===== src/design/aspf_pkg.sv =====
package aspf_pkg;

    // field widths
    localparam int unsigned SAMPLE_W   = 10;
    localparam int unsigned BYTE_W     = 8;
    localparam int unsigned GROUPS_W   = 14;
    localparam int unsigned SEQ_W      = 32;
    localparam int unsigned LEN_W      = 16;
    localparam int unsigned CRC_W      = 16;
    localparam int unsigned CFG_IDX_W  = 1;
    localparam int unsigned CFG_DATA_W = 14;

    // default depth of the queue between front and back
    localparam int unsigned QUEUE_DEPTH = 4;

    // framing constants
    localparam logic [BYTE_W-1:0]   SYNC0        = 8'hAA;
    localparam logic [BYTE_W-1:0]   SYNC1        = 8'h55;
    localparam logic [CRC_W-1:0]    CRC_POLY     = 16'h1021;
    localparam logic [CRC_W-1:0]    CRC_INIT     = 16'hFFFF;
    localparam logic [GROUPS_W-1:0] GROUPS_RESET = 14'd256;

    // configuration register indexes
    typedef enum logic [CFG_IDX_W-1:0] {
        CFG_OP_MODE = 1'b0,
        CFG_GROUPS  = 1'b1
    } cfg_index_t;

    // byte positions inside the work of one item
    typedef enum logic [3:0] {
        STEP_SYNC0,
        STEP_SYNC1,
        STEP_SEQ0,
        STEP_SEQ1,
        STEP_SEQ2,
        STEP_SEQ3,
        STEP_MODE,
        STEP_LEN0,
        STEP_LEN1,
        STEP_HI,
        STEP_LOW,
        STEP_CRC0,
        STEP_CRC1
    } step_t;

    // classified item handed from front to back
    typedef struct packed {
        logic              hdr;
        logic [SEQ_W-1:0]  seq;
        logic              mode;
        logic [LEN_W-1:0]  len;
        logic [BYTE_W-1:0] hi;
        logic              grp_end;
        logic [BYTE_W-1:0] low;
        logic              pkt_end;
    } entry_t;

    // crc-16 ccitt update by one byte, msb first
    function automatic logic [CRC_W-1:0] crc_byte(input logic [CRC_W-1:0] crc,
                                                  input logic [BYTE_W-1:0] b);
        logic [CRC_W-1:0] c;
        c = crc ^ {b, 8'h00};
        for (int j = 0; j < 8; j++)
        begin
            if (c[CRC_W-1])
                c = {c[CRC_W-2:0], 1'b0} ^ CRC_POLY;
            else
                c = {c[CRC_W-2:0], 1'b0};
        end
        return c;
    endfunction

endpackage


===== src/design/aspf_sample_if.sv =====
interface aspf_sample_if;
    logic                             valid;
    logic                             ready;
    logic [aspf_pkg::SAMPLE_W-1:0]    sample;

    modport source (output valid, output sample, input ready);
    modport sink   (input valid, input sample, output ready);
endinterface


===== src/design/aspf_byte_if.sv =====
interface aspf_byte_if;
    logic                           valid;
    logic                           ready;
    logic [aspf_pkg::BYTE_W-1:0]    data_byte;
    logic                           packet_end;

    modport source (output valid, output data_byte, output packet_end, input ready);
    modport sink   (input valid, input data_byte, input packet_end, output ready);
endinterface


===== src/design/aspf_front.sv =====
module aspf_front (
    input  logic                                clk,
    input  logic                                rst_n,
    aspf_sample_if.sink                         sample_ch,
    input  logic                                cfg_we,
    input  logic [aspf_pkg::CFG_IDX_W-1:0]      cfg_index,
    input  logic [aspf_pkg::CFG_DATA_W-1:0]     cfg_data,
    input  logic                                queue_full,
    output logic                                push,
    output aspf_pkg::entry_t                    push_entry
);

    logic                               op_mode_reg;
    logic [aspf_pkg::GROUPS_W-1:0]      groups_reg;
    logic [aspf_pkg::SEQ_W-1:0]         seq_reg;
    logic [aspf_pkg::SEQ_W-1:0]         seq_next;
    logic [1:0]                         phase_reg;
    logic [1:0]                         phase_next;
    logic [aspf_pkg::GROUPS_W-1:0]      group_reg;
    logic [aspf_pkg::GROUPS_W-1:0]      group_next;
    logic [5:0]                         low_reg;
    logic [5:0]                         low_next;

    logic [aspf_pkg::GROUPS_W-1:0]      eff_groups;
    logic [aspf_pkg::LEN_W-1:0]         eff_wide;
    logic                               last_group;
    logic                               accept;

    assign sample_ch.ready = !queue_full;
    assign accept          = sample_ch.valid && !queue_full;
    assign push            = accept;

    // effective group count and length field
    assign eff_groups = (groups_reg == '0) ? aspf_pkg::GROUPS_W'(1) : groups_reg;
    assign eff_wide   = aspf_pkg::LEN_W'(eff_groups);
    assign last_group = ({1'b0, group_reg} + (aspf_pkg::GROUPS_W+1)'(1)) >= {1'b0, eff_groups};

    // classify the sample
    always_comb
    begin
        push_entry.hdr     = (phase_reg == 2'd0) && (group_reg == '0);
        push_entry.seq     = seq_reg;
        push_entry.mode    = op_mode_reg;
        push_entry.len     = (eff_wide << 2) + eff_wide;
        push_entry.hi      = sample_ch.sample[aspf_pkg::SAMPLE_W-1:2];
        push_entry.grp_end = (phase_reg == 2'd3);
        push_entry.low     = {low_reg, sample_ch.sample[1:0]};
        push_entry.pkt_end = (phase_reg == 2'd3) && last_group;
    end

    // packing and packet counters
    always_comb
    begin
        seq_next   = seq_reg;
        phase_next = phase_reg;
        group_next = group_reg;
        low_next   = low_reg;
        if (accept)
        begin
            phase_next = phase_reg + 2'd1;
            if (phase_reg == 2'd0)
                low_next = {4'b0, sample_ch.sample[1:0]};
            else if (phase_reg != 2'd3)
                low_next = {low_reg[3:0], sample_ch.sample[1:0]};
            else
            begin
                low_next = '0;
                if (last_group)
                begin
                    group_next = '0;
                    seq_next   = seq_reg + aspf_pkg::SEQ_W'(1);
                end
                else
                    group_next = group_reg + aspf_pkg::GROUPS_W'(1);
            end
        end
    end

    always_ff @(posedge clk or negedge rst_n)
    begin
        if (!rst_n)
        begin
            seq_reg   <= '0;
            phase_reg <= '0;
            group_reg <= '0;
            low_reg   <= '0;
        end
        else
        begin
            seq_reg   <= seq_next;
            phase_reg <= phase_next;
            group_reg <= group_next;
            low_reg   <= low_next;
        end
    end

    // configuration registers
    always_ff @(posedge clk or negedge rst_n)
    begin
        if (!rst_n)
        begin
            op_mode_reg <= 1'b0;
            groups_reg  <= aspf_pkg::GROUPS_RESET;
        end
        else if (cfg_we)
        begin
            unique case (cfg_index)
                aspf_pkg::CFG_OP_MODE: op_mode_reg <= cfg_data[0];
                aspf_pkg::CFG_GROUPS:  groups_reg  <= cfg_data[aspf_pkg::GROUPS_W-1:0];
                default: ;
            endcase
        end
    end

endmodule


===== src/design/aspf_queue.sv =====
module aspf_queue #(
    parameter int unsigned DEPTH = aspf_pkg::QUEUE_DEPTH
) (
    input  logic                clk,
    input  logic                rst_n,
    input  logic                push,
    input  aspf_pkg::entry_t    push_entry,
    output logic                full,
    input  logic                pop,
    output logic                head_valid,
    output aspf_pkg::entry_t    head
);

    localparam int unsigned PTR_W = (DEPTH > 1) ? $clog2(DEPTH) : 1;
    localparam int unsigned CNT_W = $clog2(DEPTH + 1);

    aspf_pkg::entry_t   slots [DEPTH];
    logic [PTR_W-1:0]   wr_ptr_reg;
    logic [PTR_W-1:0]   wr_ptr_next;
    logic [PTR_W-1:0]   rd_ptr_reg;
    logic [PTR_W-1:0]   rd_ptr_next;
    logic [CNT_W-1:0]   count_reg;
    logic [CNT_W-1:0]   count_next;

    assign full       = (count_reg == CNT_W'(DEPTH));
    assign head_valid = (count_reg != '0);
    assign head       = slots[rd_ptr_reg];

    // pointer and fill count
    always_comb
    begin
        wr_ptr_next = wr_ptr_reg;
        rd_ptr_next = rd_ptr_reg;
        count_next  = count_reg;
        if (push)
            wr_ptr_next = (wr_ptr_reg == PTR_W'(DEPTH - 1)) ? '0 : wr_ptr_reg + PTR_W'(1);
        if (pop)
            rd_ptr_next = (rd_ptr_reg == PTR_W'(DEPTH - 1)) ? '0 : rd_ptr_reg + PTR_W'(1);
        if (push && !pop)
            count_next = count_reg + CNT_W'(1);
        else if (pop && !push)
            count_next = count_reg - CNT_W'(1);
    end

    always_ff @(posedge clk or negedge rst_n)
    begin
        if (!rst_n)
        begin
            wr_ptr_reg <= '0;
            rd_ptr_reg <= '0;
            count_reg  <= '0;
        end
        else
        begin
            wr_ptr_reg <= wr_ptr_next;
            rd_ptr_reg <= rd_ptr_next;
            count_reg  <= count_next;
        end
    end

    // entry storage
    always_ff @(posedge clk)
    begin
        if (push)
            slots[wr_ptr_reg] <= push_entry;
    end

endmodule


===== src/design/aspf_back.sv =====
module aspf_back (
    input  logic                clk,
    input  logic                rst_n,
    input  logic                head_valid,
    input  aspf_pkg::entry_t    head,
    output logic                pop,
    aspf_byte_if.source         byte_ch
);

    aspf_pkg::step_t                step_reg;
    aspf_pkg::step_t                step_next;
    aspf_pkg::step_t                cur_step;
    logic                           started_reg;
    logic                           started_next;
    logic                           item_done;
    logic [aspf_pkg::CRC_W-1:0]     crc_reg;
    logic [aspf_pkg::CRC_W-1:0]     crc_next;
    logic [aspf_pkg::BYTE_W-1:0]    cur_byte;
    logic                           cur_end;
    logic                           emit;

    logic                           out_valid_reg;
    logic                           out_valid_next;
    logic [aspf_pkg::BYTE_W-1:0]    out_byte_reg;
    logic                           out_end_reg;

    assign cur_step = started_reg ? step_reg
                    : (head.hdr ? aspf_pkg::STEP_SYNC0 : aspf_pkg::STEP_HI);
    assign emit     = head_valid && (!out_valid_reg || byte_ch.ready);
    assign pop      = emit && item_done;

    // next step within the item
    always_comb
    begin
        step_next = aspf_pkg::STEP_SYNC0;
        item_done = 1'b0;
        unique case (cur_step)
            aspf_pkg::STEP_SYNC0: step_next = aspf_pkg::STEP_SYNC1;
            aspf_pkg::STEP_SYNC1: step_next = aspf_pkg::STEP_SEQ0;
            aspf_pkg::STEP_SEQ0:  step_next = aspf_pkg::STEP_SEQ1;
            aspf_pkg::STEP_SEQ1:  step_next = aspf_pkg::STEP_SEQ2;
            aspf_pkg::STEP_SEQ2:  step_next = aspf_pkg::STEP_SEQ3;
            aspf_pkg::STEP_SEQ3:  step_next = aspf_pkg::STEP_MODE;
            aspf_pkg::STEP_MODE:  step_next = aspf_pkg::STEP_LEN0;
            aspf_pkg::STEP_LEN0:  step_next = aspf_pkg::STEP_LEN1;
            aspf_pkg::STEP_LEN1:  step_next = aspf_pkg::STEP_HI;
            aspf_pkg::STEP_HI:
            begin
                if (head.grp_end)
                    step_next = aspf_pkg::STEP_LOW;
                else
                    item_done = 1'b1;
            end
            aspf_pkg::STEP_LOW:
            begin
                if (head.pkt_end)
                    step_next = aspf_pkg::STEP_CRC0;
                else
                    item_done = 1'b1;
            end
            aspf_pkg::STEP_CRC0:  step_next = aspf_pkg::STEP_CRC1;
            aspf_pkg::STEP_CRC1:  item_done = 1'b1;
            default:              item_done = 1'b1;
        endcase
    end

    // byte selected by the current step
    always_comb
    begin
        cur_end = 1'b0;
        unique case (cur_step)
            aspf_pkg::STEP_SYNC0: cur_byte = aspf_pkg::SYNC0;
            aspf_pkg::STEP_SYNC1: cur_byte = aspf_pkg::SYNC1;
            aspf_pkg::STEP_SEQ0:  cur_byte = head.seq[7:0];
            aspf_pkg::STEP_SEQ1:  cur_byte = head.seq[15:8];
            aspf_pkg::STEP_SEQ2:  cur_byte = head.seq[23:16];
            aspf_pkg::STEP_SEQ3:  cur_byte = head.seq[31:24];
            aspf_pkg::STEP_MODE:  cur_byte = {7'b0, head.mode};
            aspf_pkg::STEP_LEN0:  cur_byte = head.len[7:0];
            aspf_pkg::STEP_LEN1:  cur_byte = head.len[15:8];
            aspf_pkg::STEP_HI:    cur_byte = head.hi;
            aspf_pkg::STEP_LOW:   cur_byte = head.low;
            aspf_pkg::STEP_CRC0:  cur_byte = crc_reg[7:0];
            aspf_pkg::STEP_CRC1:
            begin
                cur_byte = crc_reg[15:8];
                cur_end  = 1'b1;
            end
            default:              cur_byte = '0;
        endcase
    end

    // running crc over payload bytes
    always_comb
    begin
        crc_next = crc_reg;
        if (emit)
        begin
            if (cur_step == aspf_pkg::STEP_SYNC0 || cur_step == aspf_pkg::STEP_CRC1)
                crc_next = aspf_pkg::CRC_INIT;
            else if (cur_step == aspf_pkg::STEP_HI || cur_step == aspf_pkg::STEP_LOW)
                crc_next = aspf_pkg::crc_byte(crc_reg, cur_byte);
        end
    end

    assign started_next   = emit ? !item_done : started_reg;
    assign out_valid_next = emit || (out_valid_reg && !byte_ch.ready);

    always_ff @(posedge clk or negedge rst_n)
    begin
        if (!rst_n)
        begin
            step_reg      <= aspf_pkg::STEP_SYNC0;
            started_reg   <= 1'b0;
            crc_reg       <= aspf_pkg::CRC_INIT;
            out_valid_reg <= 1'b0;
        end
        else
        begin
            if (emit)
                step_reg <= step_next;
            started_reg   <= started_next;
            crc_reg       <= crc_next;
            out_valid_reg <= out_valid_next;
        end
    end

    // output register
    always_ff @(posedge clk)
    begin
        if (emit)
        begin
            out_byte_reg <= cur_byte;
            out_end_reg  <= cur_end;
        end
    end

    assign byte_ch.valid      = out_valid_reg;
    assign byte_ch.data_byte  = out_byte_reg;
    assign byte_ch.packet_end = out_end_reg;

endmodule


===== src/design/adc_sample_packet_framer_top.sv =====
// a sample taken is written into the queue, and its first byte is then registered in the output register
// throughput: one byte per cycle while the receiver is ready; a sample costs 1, 2, 4 or 10 bytes,
// about 1.25 bytes per sample over a long packet, set by the single byte output port
// the sample queue (QUEUE_DEPTH entries) absorbs header and crc bursts
// reset: empty queue, sequence 0, crc 0xFFFF, op_mode 0, groups_per_packet 256
module adc_sample_packet_framer_top #(
    parameter int unsigned QUEUE_DEPTH = aspf_pkg::QUEUE_DEPTH
) (
    input  logic                                clk,
    input  logic                                rst_n,
    aspf_sample_if.sink                         sample_ch,
    aspf_byte_if.source                         byte_ch,
    input  logic                                cfg_we,
    input  logic [aspf_pkg::CFG_IDX_W-1:0]      cfg_index,
    input  logic [aspf_pkg::CFG_DATA_W-1:0]     cfg_data
);

    logic               push;
    aspf_pkg::entry_t   push_entry;
    logic               queue_full;
    logic               pop;
    logic               head_valid;
    aspf_pkg::entry_t   head;

    // sample classification and packet counters
    aspf_front u_front (
        .clk        (clk),
        .rst_n      (rst_n),
        .sample_ch  (sample_ch),
        .cfg_we     (cfg_we),
        .cfg_index  (cfg_index),
        .cfg_data   (cfg_data),
        .queue_full (queue_full),
        .push       (push),
        .push_entry (push_entry)
    );

    // decoupling queue
    aspf_queue #(
        .DEPTH (QUEUE_DEPTH)
    ) u_queue (
        .clk        (clk),
        .rst_n      (rst_n),
        .push       (push),
        .push_entry (push_entry),
        .full       (queue_full),
        .pop        (pop),
        .head_valid (head_valid),
        .head       (head)
    );

    // byte sequencer with crc
    aspf_back u_back (
        .clk        (clk),
        .rst_n      (rst_n),
        .head_valid (head_valid),
        .head       (head),
        .pop        (pop),
        .byte_ch    (byte_ch)
    );

endmodule


===== src/flat_wrapper.sv =====
// flat-port wrapper written by rule: the top's interface ports become plain ports
module adc_sample_packet_framer_top_flat 
#(
    parameter int unsigned QUEUE_DEPTH = aspf_pkg::QUEUE_DEPTH
)
  (clk, rst_n, cfg_we, cfg_index, cfg_data, sample_ch_valid, sample_ch_sample, sample_ch_ready, byte_ch_valid, byte_ch_data_byte, byte_ch_packet_end, byte_ch_ready);
  aspf_sample_if sample_ch_i ();
  aspf_byte_if byte_ch_i ();
  input  logic clk;
  input  logic rst_n;
  input  logic cfg_we;
  input  logic [aspf_pkg::CFG_IDX_W-1:0] cfg_index;
  input  logic [aspf_pkg::CFG_DATA_W-1:0] cfg_data;
  input wire logic [$bits(sample_ch_i.valid)-1:0] sample_ch_valid;
  input wire logic [$bits(sample_ch_i.sample)-1:0] sample_ch_sample;
  output wire logic [$bits(sample_ch_i.ready)-1:0] sample_ch_ready;
  output wire logic [$bits(byte_ch_i.valid)-1:0] byte_ch_valid;
  output wire logic [$bits(byte_ch_i.data_byte)-1:0] byte_ch_data_byte;
  output wire logic [$bits(byte_ch_i.packet_end)-1:0] byte_ch_packet_end;
  input wire logic [$bits(byte_ch_i.ready)-1:0] byte_ch_ready;
  assign sample_ch_i.valid = sample_ch_valid;
  assign sample_ch_i.sample = sample_ch_sample;
  assign sample_ch_ready = sample_ch_i.ready;
  assign byte_ch_valid = byte_ch_i.valid;
  assign byte_ch_data_byte = byte_ch_i.data_byte;
  assign byte_ch_packet_end = byte_ch_i.packet_end;
  assign byte_ch_i.ready = byte_ch_ready;
  adc_sample_packet_framer_top #(.QUEUE_DEPTH(QUEUE_DEPTH)) u_core (.clk(clk), .rst_n(rst_n), .sample_ch(sample_ch_i), .byte_ch(byte_ch_i), .cfg_we(cfg_we), .cfg_index(cfg_index), .cfg_data(cfg_data));
endmodule

===== config.mk =====
export PLATFORM = sky130hd
export DESIGN_NAME = adc_sample_packet_framer_top_flat
export DESIGN_NICKNAME = d
export VERILOG_FILES = /design/src/design/aspf_pkg.sv /design/src/design/aspf_sample_if.sv /design/src/design/aspf_byte_if.sv /design/src/design/aspf_front.sv /design/src/design/aspf_queue.sv /design/src/design/aspf_back.sv /design/src/design/adc_sample_packet_framer_top.sv /design/src/flat_wrapper.sv
export SDC_FILE = /design/constraint.sdc
export NUM_CORES = 1
export LEC_CHECK = 0
export ABC_CLOCK_PERIOD_IN_PS = 4300
export BUFFER_PORTS_ARGS = -buffer_cell sky130_fd_sc_hd__buf_2
export CAP_MARGIN = 15
export CORE_UTILIZATION = 62
export DETAILED_ROUTE_END_ITERATION = 10
export HOLD_SLACK_MARGIN = 0.1
export MAX_ROUTING_LAYER = met4
export PLACE_DENSITY = 0.76
export SLEW_MARGIN = 20
export SYNTH_ARGS = -nofsm -noshare
export SYNTH_HDL_FRONTEND = slang
export SYNTH_SLANG_ARGS = --single-unit

===== constraint.sdc =====
create_clock -name clk -period 4.3 [get_ports clk]
set_clock_uncertainty 0.05 [all_clocks]
set_input_delay 0.645 -clock clk [delete_from_list [all_inputs] [get_ports clk]]
set_output_delay 0.645 -clock clk [all_outputs]
set_load 0.02 [all_outputs]

==> results of run 1 <==
## report_power, final
part,switching (mW),leakage (nW),total [mW],internal (mW)
combinational,2.54,2.56,4.42,1.88
clock,1.36,0.615,3.32,1.96
sequential,0.508,3.96,5.48,4.97
## worst max-delay path: stages, from the launching register on
cell	delay, ns
dfrtp_1	0.59
nor2_1	0.13
a41o_1	0.30
ha_1	0.31
nand2b_1	0.10
a21o_1	0.11
a21oi_1	0.05
o21a_1	0.18
maj3_1	0.35
o31ai_1	0.38
nand2_1	0.09
buf_4	0.28
nor4b_1	0.43
xor2_1	0.23
## worst min path at each step
stage                                                      from                                  endpoint  cells after the start
after detailed placement  u_core.u_back.byte_ch.valid$_DFF_PN0_     u_core.u_back.byte_ch.valid$_DFF_PN0_                      2
after global placement    u_core.u_back.byte_ch.valid$_DFF_PN0_     u_core.u_back.byte_ch.valid$_DFF_PN0_                      2
after floorplan                                           rst_n     u_core.u_back.byte_ch.valid$_DFF_PN0_                      0
final                                                     rst_n  u_core.u_queue.rd_ptr_reg[1]$_DFFE_PN0P_                      1
after CTS                                                 rst_n     u_core.u_front.low_reg[2]$_DFFE_PN0P_                      1
after global routing                                      rst_n     u_core.u_front.low_reg[2]$_DFFE_PN0P_                      1
## cells by family after synthesis
group | count (synthesis)
AND/OR/NAND/NOR | 278
buffers and inverters | 86
AO/OA/AOI/OAI | 126
multiplexers | 87
flip-flops | 379
adder cells (fa/ha/maj) | 36
XOR/XNOR | 80
## per-layer routing
layer  GRT usage, %  routed length (um)
met5              -                   0
met4           8.18                 879
met3           4.70                2160
met2           44.8               17200
met1           36.2               14200
## layout make-up
type	count	area (um^2)	share of cell area [%]
flip-flops and latches	379	10900	59.4
multi-input cells	607	5260	28.6
inverters	33	124	0.674
repair buffers	62	405	2.20
clock buffers	57	1100	5.96
well taps	335	419	2.28
clock inverters	17	165	0.898
## cell usage after synthesis, types with 3 or more instances
cell / number / share of area (%)
a21o_1: 6 / 0.27
a21oi_1: 36 / 1.1
a222oi_1: 4 / 0.24
a22oi_1: 28 / 1.3
a31oi_1: 4 / 0.15
and2_1: 4 / 0.15
and2b_1: 6 / 0.27
and3_1: 13 / 0.49
and4_1: 3 / 0.16
buf_1: 3 / 0.068
buf_2: 11 / 0.33
buf_6: 4 / 0.27
clkbuf_1: 32 / 0.73
dfrtp_1: 81 / 12
dfstp_2: 17 / 2.7
edfxtp_1: 281 / 51
ha_1: 33 / 2.5
inv_1: 33 / 0.75
mux2_2: 18 / 1.2
mux4_1: 11 / 1.7
mux4_2: 57 / 7.8
nand2_1: 96 / 2.2
nand2b_1: 7 / 0.26
nand3_1: 39 / 1.2
nand4_1: 5 / 0.19
nor2_1: 37 / 0.84
nor2b_1: 7 / 0.26
nor3_1: 22 / 0.67
nor3b_1: 4 / 0.18
nor4_1: 15 / 0.57
nor4b_1: 4 / 0.21
o21a_1: 3 / 0.14
o21ai_0: 22 / 0.67
o22ai_1: 5 / 0.19
o31ai_1: 3 / 0.14
or3_1: 3 / 0.11
or4_1: 4 / 0.18
or4_4: 3 / 0.20
xnor2_1: 25 / 1.3
xnor2_2: 4 / 0.39
xor2_1: 46 / 2.4
xor2_2: 4 / 0.39
## through the flow
stage	std cells	power, mW	area, um^2	worst slack [ns]
finish	1490	13.2	18400	0.570
global route	1490	13.8	18400	0.304
CTS	1490	13.3	18400	0.604
detailed placement	1416	9.95	17100	0.624
global placement	1416	9.82	17100	0.751
floorplan	1072	8.69	16500	1.01
==> results.ini, run 1 <==
[power]
ir_drop_mv = 0.444
cellPowerDensity_nw_per_um2 = 719
p_leak_nw = 7.14

[floorplanning]
dieArea_um2 = 27300
rows = 59
start_util_pct = 63.3
coreArea_um2 = 26100
die_height_um = 165
ioPinCount = 41
die-width_um = 165

[synthesis]
ys_seq_area_share_pct = 66.0
yosys.area_share.simple_pct = 8.45
synth_compound_area_share_pct = 4.92
synth_flop_cell = edfxtp_1
synth_top_family_by_area = multiplexers
async_reset_ff_share_pct = 25.9
synth_warnings = 0
syn_area_per_cell_um2 = 15.4
synthMuxAreaShare_pct = 10.8
syn-num-nets = 1137
synth-seq-cells = 379
synth_edf_count = 281
synth_adder_area_share_pct = 2.80
netlist-cell-type-count = 67
synthXorXnorAreaFrac_pct = 4.68
synth_area_um2 = 16500
syn_inst = 1072

[finish]
fill_cells = 1692
nets = 1188
fin_util_pct = 70.4
largest_register_ff_count = 272
final_common_cell = edfxtp_1
area_delta_synth_final_pct = 11.1
drive_gt1_share_pct = 20.0
diodes = 0
layout_common_cells = 281 x edfxtp_1, 96 x nand2_1, 79 x dfrtp_1, 57 x mux4_2, 46 x xor2_1

[route]
drtAntennaViolNets = 0
via_per_inst = 6.30
drt_iter0_drc = 1025
num_vias = 9388
drc = 8
finalWirelength_um = 34400
wl_per_cell_um = 23.1
first_pass_iters = 10

[setup_path]
endpoint = u_core.u_front.seq_reg[16]$_DFFE_PN0P_
crit_fanout = 44
crit_start = u_core.u_front.groups_reg[5]$_DFFE_PN0P_
r2r_end = u_core.u_front.seq_reg[16]$_DFFE_PN0P_
r2r_setup_slack_ns = 0.57
reg2reg_from = u_core.u_front.groups_reg[5]$_DFFE_PN0P_
start_kind = flop
cp.arrival_ns = 4.11
path_class = reg -> reg
worstPathRequired_ns = 4.68
cp-end-kind = flop
reg2reg_depth = 13

[clocking]
clk_latency_ns = 0.53
cts_tree = built
cts_root_buf = clkbuf_16
cts_sinks = 379
postCtsSetupBuffers = 0
clkTransAtPathRegs_ns = 0.06
holdBufCountCts = 0
cts_buffers = 40
clk_path_buf_depth = 3
ctsResizeCount = 0
htree_levels = 2

[sta]
setup_tns_ns = 0
min_period_over_period_pct = 86.7
period_needed_ns = 3.73
whs_ns = 0.220
worst_pin_slew_ns = 1.11
slew_headroom_pct = 26.3
hold_viol_final = 0
setup_viol = 0
rsz0062_at_grt = no
slew_viol_final = 0
fmax_ghz = 0.268

[global_route]
grt_max_degree = 69
grt_pass1_vias = 9366
grt_use_total_pct = 27.6
antenna_found_initial = 0
grt_pass1_wl_um = 53700
overflow = 0

[placement]
io_buffers = 40
hpwl_um = 21700
place_congestion = 0.915

[status]
violations = DRC
outcome = complete, but fails checks

[run]
cap_viol_max_count = 0

[min_path]
hold_path_class = in -> async

Power figures use the tool's default switching activity.
==> run 2: changes to the inputs <==
--- a/config.mk
+++ b/config.mk
@@ -9,7 +9,9 @@
 export BUFFER_PORTS_ARGS = -buffer_cell sky130_fd_sc_hd__buf_2
 export CAP_MARGIN = 15
 export CORE_UTILIZATION = 62
+export CTS_BUF_LIST = sky130_fd_sc_hd__clkbuf_4 sky130_fd_sc_hd__clkbuf_8 sky130_fd_sc_hd__clkbuf_16
 export DETAILED_ROUTE_END_ITERATION = 10
+export GPL_TIMING_DRIVEN = 1
 export HOLD_SLACK_MARGIN = 0.1
 export MAX_ROUTING_LAYER = met4
 export PLACE_DENSITY = 0.76
==> run 2 against run 1 <==
The run still ends with DRC left. Clock-buffer cell count is the same. Clock power is 3% higher. Utilization rose by 0.22 points. Cell area up 0.31%. Sequential cell count is the same. Via count shrank 0.11%. Largest cell class unchanged.
==> results.ini, run 2 (synthesis gave the netlist of run 1 again) <==
[route]
wl_per_cell_um = 23.2  ; +0.57%
drt_iter0_drc = 895  ; -13%
drtAntennaViolNets = 0  ; unchanged
via_per_inst = 6.29  ; -0.11%
drc = 8  ; unchanged
num_vias = 9378  ; -0.11%
finalWirelength_um = 34600  ; +0.57%
first_pass_iters = 10  ; unchanged

[floorplanning]
start_util_pct = 63.3  ; unchanged
dieArea_um2 = 27300  ; unchanged
coreArea_um2 = 26100  ; unchanged
rows = 59  ; unchanged
die-width_um = 165  ; unchanged
ioPinCount = 41  ; unchanged
die_height_um = 165  ; unchanged

[sta]
setup_viol = 0  ; unchanged
rsz0062_at_grt = no
setup_tns_ns = 0  ; unchanged
min_period_over_period_pct = 85.8  ; -0.97 points
slew_headroom_pct = 26.5  ; +0.27 points
fmax_ghz = 0.271  ; +1.1%
hold_viol_final = 0  ; unchanged
period_needed_ns = 3.69  ; -0.0416 ns
slew_viol_final = 0  ; unchanged
worst_pin_slew_ns = 1.10  ; -0.00402 ns
whs_ns = 0.219  ; -0.000446 ns

[clocking]
cts_root_buf = clkbuf_16
clkTransAtPathRegs_ns = 0.06  ; about the same
clk_path_buf_depth = 3  ; unchanged
postCtsSetupBuffers = 0  ; unchanged
cts_sinks = 379  ; unchanged
clk_latency_ns = 0.53  ; about the same
cts_tree = built
ctsResizeCount = 0  ; unchanged
htree_levels = 2  ; unchanged
cts_buffers = 40  ; unchanged
holdBufCountCts = 0  ; unchanged

[power]
p_int_mw = 8.91  ; +1.1%
swShare_pct = 33.2  ; -0.15 points
power_mw = 13.3  ; +0.85%
ir_drop_mv = 0.442  ; -0.48%
pwr-share-seq_pct = 41.1  ; -0.3 points
p_leak_nw = 7.20  ; +0.72%
clkPwrFrac_pct = 25.7  ; +0.6 points
cellPowerDensity_nw_per_um2 = 723  ; +0.55%
switchingPower_mw = 4.42  ; +0.41%
combPwrFrac_pct = 33.2  ; -0.3 points

[global_route]
grt_max_degree = 69  ; unchanged
antenna_found_initial = 0  ; unchanged
grt_pass1_wl_um = 53900  ; +0.27%
overflow = 0  ; unchanged
grt_pass1_vias = 9383  ; +0.18%
grt_use_total_pct = 27.7  ; +0.097 points

[placement]
hpwl_um = 21700  ; unchanged
place_congestion = 0.915  ; unchanged
placedInstanceArea_um2 = 17100  ; unchanged
io_buffers = 40  ; unchanged

[setup_path]
crit_start = u_core.u_front.groups_reg[5]$_DFFE_PN0P_
cp.arrival_ns = 4.07  ; -0.04 ns
path_class = reg -> reg
reg2reg_depth = 13  ; unchanged
cp-end-kind = flop
crit_fanout = 44  ; unchanged
r2r_setup_slack_ns = 0.61  ; +0.04 ns
endpoint = u_core.u_front.seq_reg[16]$_DFFE_PN0P_
r2r_end = u_core.u_front.seq_reg[16]$_DFFE_PN0P_
reg2reg_from = u_core.u_front.groups_reg[5]$_DFFE_PN0P_
start_kind = flop
worstPathRequired_ns = 4.68  ; about the same

[finish]
largest_register_ff_count = 272  ; unchanged
nets = 1188  ; unchanged
layout_common_cells = 281 x edfxtp_1, 96 x nand2_1, 79 x dfrtp_1, 57 x mux4_2, 46 x xor2_1
final_common_cell = edfxtp_1
diodes = 0  ; unchanged
fin_area_um2 = 18400  ; +0.31%
drive_gt1_share_pct = 21.3  ; +1.3 points
area_delta_synth_final_pct = 11.5

[min_path]
hold_path_class = in -> async

[run]
cap_viol_max_count = 0  ; unchanged

[status]
violations = DRC
outcome = complete, but fails checks

-- run 2: worst min path at each step --
stage,start,end
after global routing,sample_ch_sample[9],u_core.u_queue.slots[2][17]$_DFFE_PP_
final,rst_n,u_core.u_back.byte_ch.valid$_DFF_PN0_
after floorplan,rst_n,u_core.u_back.byte_ch.valid$_DFF_PN0_
after detailed placement,u_core.u_back.byte_ch.valid$_DFF_PN0_,u_core.u_back.byte_ch.valid$_DFF_PN0_
after global placement,u_core.u_back.byte_ch.valid$_DFF_PN0_,u_core.u_back.byte_ch.valid$_DFF_PN0_
after CTS,rst_n,u_core.u_front.low_reg[2]$_DFFE_PN0P_
-- run 2: worst max-delay path, stage by stage (launching register included) --
cell	delay, ns
dfrtp_1	0.59
nor2_1	0.13
a41o_1	0.30
ha_1	0.31
nand2b_1	0.10
a21o_1	0.11
a21oi_1	0.05
o21a_1	0.18
maj3_1	0.35
o31ai_1	0.38
nand2_1	0.09
buf_4	0.28
nor4b_1	0.42
xor2_1	0.22
-- run 2: stage by stage --
step | cells | setup WS [ns] | utilization [%]
floorplan | 1072 | 1.01 | -
global placement | 1416 | 0.751 | 65.5
detailed placement | 1416 | 0.624 | 65.5
CTS | 1490 | 0.605 | 70.6
global route | 1490 | 0.314 | 70.6
finish | 1490 | 0.612 | 70.6
-- run 2: power groups by stage --
stage / logic (mW) / registers (mW) / clock network [mW]
global placement: 4.33 / 5.49 / 0
finish: 4.43 / 5.48 / 3.43
global route: 4.77 / 5.57 / 3.61
CTS: 4.45 / 5.48 / 3.45
detailed placement: 4.41 / 5.54 / 0
floorplan: 3.35 / 5.35 / 0
-- run 2: final cells by class --
class,count,area (um^2)
clock buffers,57,1150
repair buffers,62,405
inverters,33,124
well taps,335,419
fillers,1691,7690
multi-input cells,607,5260
flip-flops and latches,379,10900
clock inverters,17,165
-- run 2: metal layers --
metal	track usage [%]	up-vias	wire (um)
met3	5.22	71	2130
met4	9.26	0	970
li1	-	4198	-
met5	-	-	0
met2	44.1	325	17100
met1	36.3	4784	14400
